===== src/rtl/core/dll_pkg.sv =====
`timescale 1ns / 1ps

package dll_pkg;

  // Fixed field widths of the request and result channels
  localparam int unsigned FUNC_W  = 2;
  localparam int unsigned POS_W   = 9;
  localparam int unsigned DATA_W  = 32;
  localparam int unsigned STAT_W  = 2;
  localparam int unsigned FOUND_W = 8;
  localparam int unsigned CNT_W   = 9;

  typedef enum logic [FUNC_W-1:0] {
    FN_INSERT  = 2'd0,
    FN_REM_VAL = 2'd1,
    FN_REM_POS = 2'd2,
    FN_SEARCH  = 2'd3
  } func_t;

  typedef enum logic [STAT_W-1:0] {
    ST_OK        = 2'd0,
    ST_BAD_POS   = 2'd1,
    ST_NOT_FOUND = 2'd2,
    ST_FULL      = 2'd3
  } status_t;

  typedef enum logic [3:0] {
    S_IDLE,
    S_DECIDE,
    S_ALLOC,
    S_POP,
    S_HEAD1,
    S_HEAD2,
    S_WSTART,
    S_WALK,
    S_LINK1,
    S_LINK2,
    S_UNL1,
    S_UNL2,
    S_DONE
  } state_t;

  typedef enum logic [3:0] {
    DP_IDLE,
    DP_LATCH,
    DP_ALLOC,
    DP_POP,
    DP_HEAD1,
    DP_HEAD2,
    DP_WALK_START,
    DP_WALK,
    DP_LINK1,
    DP_LINK2,
    DP_UNL1,
    DP_UNL2,
    DP_RESP
  } dp_op_t;

  typedef struct packed {
    dp_op_t  op;
    status_t status;
  } cmd_t;

  typedef struct packed {
    func_t func;
    logic  pos_gt;
    logic  pos_ge;
    logic  pos_zero;
    logic  full;
    logic  walk_hit;
    logic  walk_miss;
    logic  out_busy;
  } sts_t;

endpackage


===== src/rtl/core/dll_ctrl.sv =====
`timescale 1ns / 1ps

module dll_ctrl (
  input  logic          clk,
  input  logic          rst_n,
  input  logic          in_valid,
  output logic          in_ready,
  input  dll_pkg::sts_t sts,
  output dll_pkg::cmd_t cmd
);
  import dll_pkg::*;

  state_t  state_r, state_nxt;
  status_t status_r, status_nxt;

  // State and status registers
  always_ff @(posedge clk) begin
    if (!rst_n) begin
      state_r  <= S_IDLE;
      status_r <= ST_OK;
    end else begin
      state_r  <= state_nxt;
      status_r <= status_nxt;
    end
  end

  // Sequence one request through the datapath
  always_comb begin
    state_nxt  = state_r;
    status_nxt = status_r;
    cmd.op     = DP_IDLE;
    cmd.status = status_r;
    in_ready   = 1'b0;
    case (state_r)
      S_IDLE: begin
        in_ready = 1'b1;
        if (in_valid) begin
          cmd.op     = DP_LATCH;
          status_nxt = ST_OK;
          state_nxt  = S_DECIDE;
        end
      end
      S_DECIDE: begin
        case (sts.func)
          FN_INSERT: begin
            if (sts.pos_gt) begin
              status_nxt = ST_BAD_POS;
              state_nxt  = S_DONE;
            end else if (sts.full) begin
              status_nxt = ST_FULL;
              state_nxt  = S_DONE;
            end else begin
              state_nxt = S_ALLOC;
            end
          end
          FN_REM_POS: begin
            if (sts.pos_ge) begin
              status_nxt = ST_BAD_POS;
              state_nxt  = S_DONE;
            end else begin
              state_nxt = S_WSTART;
            end
          end
          default: state_nxt = S_WSTART;
        endcase
      end
      S_ALLOC: begin
        cmd.op    = DP_ALLOC;
        state_nxt = S_POP;
      end
      S_POP: begin
        cmd.op    = DP_POP;
        state_nxt = sts.pos_zero ? S_HEAD1 : S_WSTART;
      end
      S_HEAD1: begin
        cmd.op    = DP_HEAD1;
        state_nxt = S_HEAD2;
      end
      S_HEAD2: begin
        cmd.op    = DP_HEAD2;
        state_nxt = S_DONE;
      end
      S_WSTART: begin
        cmd.op    = DP_WALK_START;
        state_nxt = S_WALK;
      end
      S_WALK: begin
        cmd.op = DP_WALK;
        if (sts.walk_miss) begin
          status_nxt = (sts.func == FN_REM_VAL || sts.func == FN_SEARCH) ?
                       ST_NOT_FOUND : ST_BAD_POS;
          state_nxt  = S_DONE;
        end else if (sts.walk_hit) begin
          case (sts.func)
            FN_INSERT: state_nxt = S_LINK1;
            FN_SEARCH: state_nxt = S_DONE;
            default:   state_nxt = S_UNL1;
          endcase
        end
      end
      S_LINK1: begin
        cmd.op    = DP_LINK1;
        state_nxt = S_LINK2;
      end
      S_LINK2: begin
        cmd.op    = DP_LINK2;
        state_nxt = S_DONE;
      end
      S_UNL1: begin
        cmd.op    = DP_UNL1;
        state_nxt = S_UNL2;
      end
      S_UNL2: begin
        cmd.op    = DP_UNL2;
        state_nxt = S_DONE;
      end
      S_DONE: begin
        if (!sts.out_busy) begin
          cmd.op    = DP_RESP;
          state_nxt = S_IDLE;
        end
      end
      default: state_nxt = S_IDLE;
    endcase
  end

endmodule


===== config.mk =====
export PLATFORM = sky130hd
export DESIGN_NAME = dll_ctrl
export DESIGN_NICKNAME = d
export VERILOG_FILES = /design/src/rtl/core/dll_pkg.sv /design/src/rtl/core/dll_ctrl.sv
export SDC_FILE = /design/constraint.sdc
export NUM_CORES = 1
export LEC_CHECK = 0
export BUFFER_PORTS_ARGS = -buffer_cell sky130_fd_sc_hd__buf_2
export CORE_AREA = 4 4 41 43
export DETAILED_ROUTE_END_ITERATION = 16
export DIE_AREA = 0 0 45 47
export HOLD_SLACK_MARGIN = 0.02
export PLACE_DENSITY = 0.7
export SLEW_MARGIN = 20
export SYNTH_ARGS = -nofsm -noshare
export SYNTH_HDL_FRONTEND = slang
export SYNTH_SLANG_ARGS = --single-unit

===== constraint.sdc =====
create_clock -name clk -period 1.8 [get_ports clk]
set_clock_uncertainty 0.15 [all_clocks]
set_input_delay 0.18 -clock clk [delete_from_list [all_inputs] [get_ports clk]]
set_output_delay 0.18 -clock clk [all_outputs]
set_load 0.02 [all_outputs]

==> flow_summary.ini <==
[pwr]
p_switching_uw = 227.1
clkPwrFrac_pct = 20.1
swShare_pct = 38.11
p_per_area_nw_per_um2 = 775.5
p_int_uw = 368.7
power_frac_comb_pct = 52.0
power_leakage_uw = 0.0003339
pwr-share-seq_pct = 27.9
ir_drop_v = 0.0004382

[timing]
drv_slew = 0
relSlewSlack_pct = 78.06
fmax_mhz = 552.6
setup_violations = 1
fin_ws_ns = -0.009728
holdWs_ns = 0.08641
hold_viol = 0
fin_crit_sh_pct = 100.5
period_minus_slack_ns = 1.810
worst_pin_slew_ns = 0.3292

[synthesis]
synth_seq_cells = 6
synth-edff-count = 0
netlist_instances = 70
syn_avg_cell_area_sq_um = 8.115
seq_area_frac_synth_pct = 21.15
synth_nets = 86
synthFlopType = dfxtp_1
synth.cell_area_sq_um = 568.0
async_reset_ff_share_pct = 0
ys_warn_count = 0
ys_types = 32

[min_path]
hold_class = in2reg
min_delay_worst_endpoint = status_r[1]
worstHoldStart = rst_n
hold_depth = 2

[setup_path]
worstRegToRegCells = 4
worstPathRequired_ns = 1.47
endpoint_kind = output port
r2r_setup_slack_ns = 0.14
critPathLaunchType = flop
reg2reg_to = status_r[1]
reg2reg_from = state_r[2]
worstPathArrival_ns = 1.48
path_max_fanout = 13
critical_path_class = reg2out

[floorplan]
die_w_um = 45
core_sq_um = 1301
pin_count = 19
die_area_sq_um = 2115
die_height_um = 47
rows = 13
initial_core_util_pct = 43.65

[final_layout]
fin_nets = 111
fin_cells = 108
fin_util_pct = 59.04
diodes = 0
final_area_sq_um = 768.2
area_growth_pct = 35.24
drive_above_1_share_pct = 37.63

[route]
wire_per_inst_um = 14.17
finalWirelength_um = 1530
vias_per_cell = 5.713
drc = 0
dr.pass1.iters = 4
drtAntennaViolNets = 0
drt_iter0_drc = 10
vias = 617

[place]
dp_hpwl_um = 1058
io_buffers = 18
gp_congestion = 0.7824
place_area_sq_um = 680.7
dpl_worst_slack_ns = 0.1801
placedCellCount = 102

[cts]
clock-root-buffer = clkbuf_4
cts.sink_count = 6
h-tree-depth = 1
clock_path_buffers = 2
tritoncts = yes
clk_latency_ns = 0.24
clkSlewWorstSetupHoldPaths_ns = 0.05
cts_buffers = 3

[global_route]
grt_pass1_vias = 561
grt_max_degree = 18
grt_overflow = 0
antenna_found_initial = 0
grtUsageTotal_pct = 15.02
grt_pass1_wl_um = 2366

[run]
max_cap_violations = 0

[outcome]
failed_checks = setup timing
status = finished, violations left
-- layout make-up --
type,count,area [sq um]
multi-input combinational,55,430.4
fill,117,533.0
tap,15,18.77
timing repair buffer,25,161.4
inverter,4,15.01
clock buffer,3,22.52
sequential,6,120.1
-- metrics by stage --
stage	total power (uW)	setup TNS, ns
final	595.7	-0.009728
after global routing	639.4	-0.09590
after CTS	559.9	0
after detailed placement	429.6	0
after global placement	428.5	0
after floorplan	351.1	0
-- sequential cells by signal, summed over array words and instances (netlist names) --
name	cells
status_r	2
state_r	4
-- synthesized netlist by cell type (all sizes together), types with 2 or more instances --
cell type	count	area, sq um
a211oi	2	15.01
a21boi	3	22.52
a21oi	4	20.02
clkbuf	4	15.01
dfxtp	6	120.1
ha	4	50.05
inv	4	15.01
nand2	5	18.77
nor2	7	26.28
nor2b	2	12.51
nor3	2	10.01
nor4	2	12.51
o21a	2	15.01
o21ai	2	13.76
o22ai	3	18.77
o311a	2	20.02
o32a	2	20.02
-- power groups by stage --
stage | combinational [uW] | clock (uW) | sequential [uW]
final | 310 | 120 | 166
after global routing | 332 | 138 | 169
after CTS | 269 | 128 | 163
after detailed placement | 264 | 0 | 165
after global placement | 264 | 0 | 165
after floorplan | 175 | 0 | 176
-- what timing repair did --
action | in CTS | in global routing
resized for setup | 1 | 10
setup buffers | 0 | 3
endpoints found under the setup margin | 1 | 3
hold buffers | 0 | 0
pin swaps | 0 | 3
-- worst max path at each step --
stage | startpoint | endpoint | depth (start not counted)
floorplan | state_r[0] | cmd[5] | 3
global route | state_r[0] | cmd[4] | 4
finish | state_r[0] | cmd[4] | 4
CTS | state_r[0] | cmd[5] | 4
global placement | state_r[0] | status_r[0] | 5
detailed placement | sts[7] | status_r[1] | 7
-- layer usage --
layer / part of all wire, % / wire, um / track usage (%) / vias to the layer above
met5: 0 / 0 / 0 / -
met4: 0.59 / 9 / 7.602 / 0
met3: 5.9 / 91 / 4.215 / 2
met2: 48 / 741 / 21.19 / 25
met1: 45 / 688 / 20.73 / 273
li1: - / - / - / 317
-- cell families after synthesis --
logic type	after synthesis	synth area share, %
adders and majority gates	4	8.811
DFF	6	21.15
and+or+nand+nor	24	23.13
AOI/OAI and AO/OA	27	39.65
buffers and inverters	9	7.267
-- cell usage in the layout, fill, tap and decap left out, types with 2 or more instances in the layout --
master,synthesis,final
buf_2,0,15
nor2_1,7,7
buf_4,0,7
dfxtp_1,6,6
nand2_1,5,5
inv_1,4,4
a21oi_1,4,4
ha_1,4,4
o22ai_1,3,3
clkbuf_4,0,3
buf_6,1,3
nor4_1,2,2
a21boi_0,3,2
nor2b_1,2,2
o32a_1,2,2
o311a_1,2,2
a211oi_1,2,2
o21a_1,2,2
nor3_1,2,2
-- critical path: stages, from the launching register on --
cell,delay (ns)
dfxtp_1,0.31
buf_6,0.14
or3_4,0.40
a21oi_1,0.21
buf_4,0.18
Power figures use the tool's default switching activity.
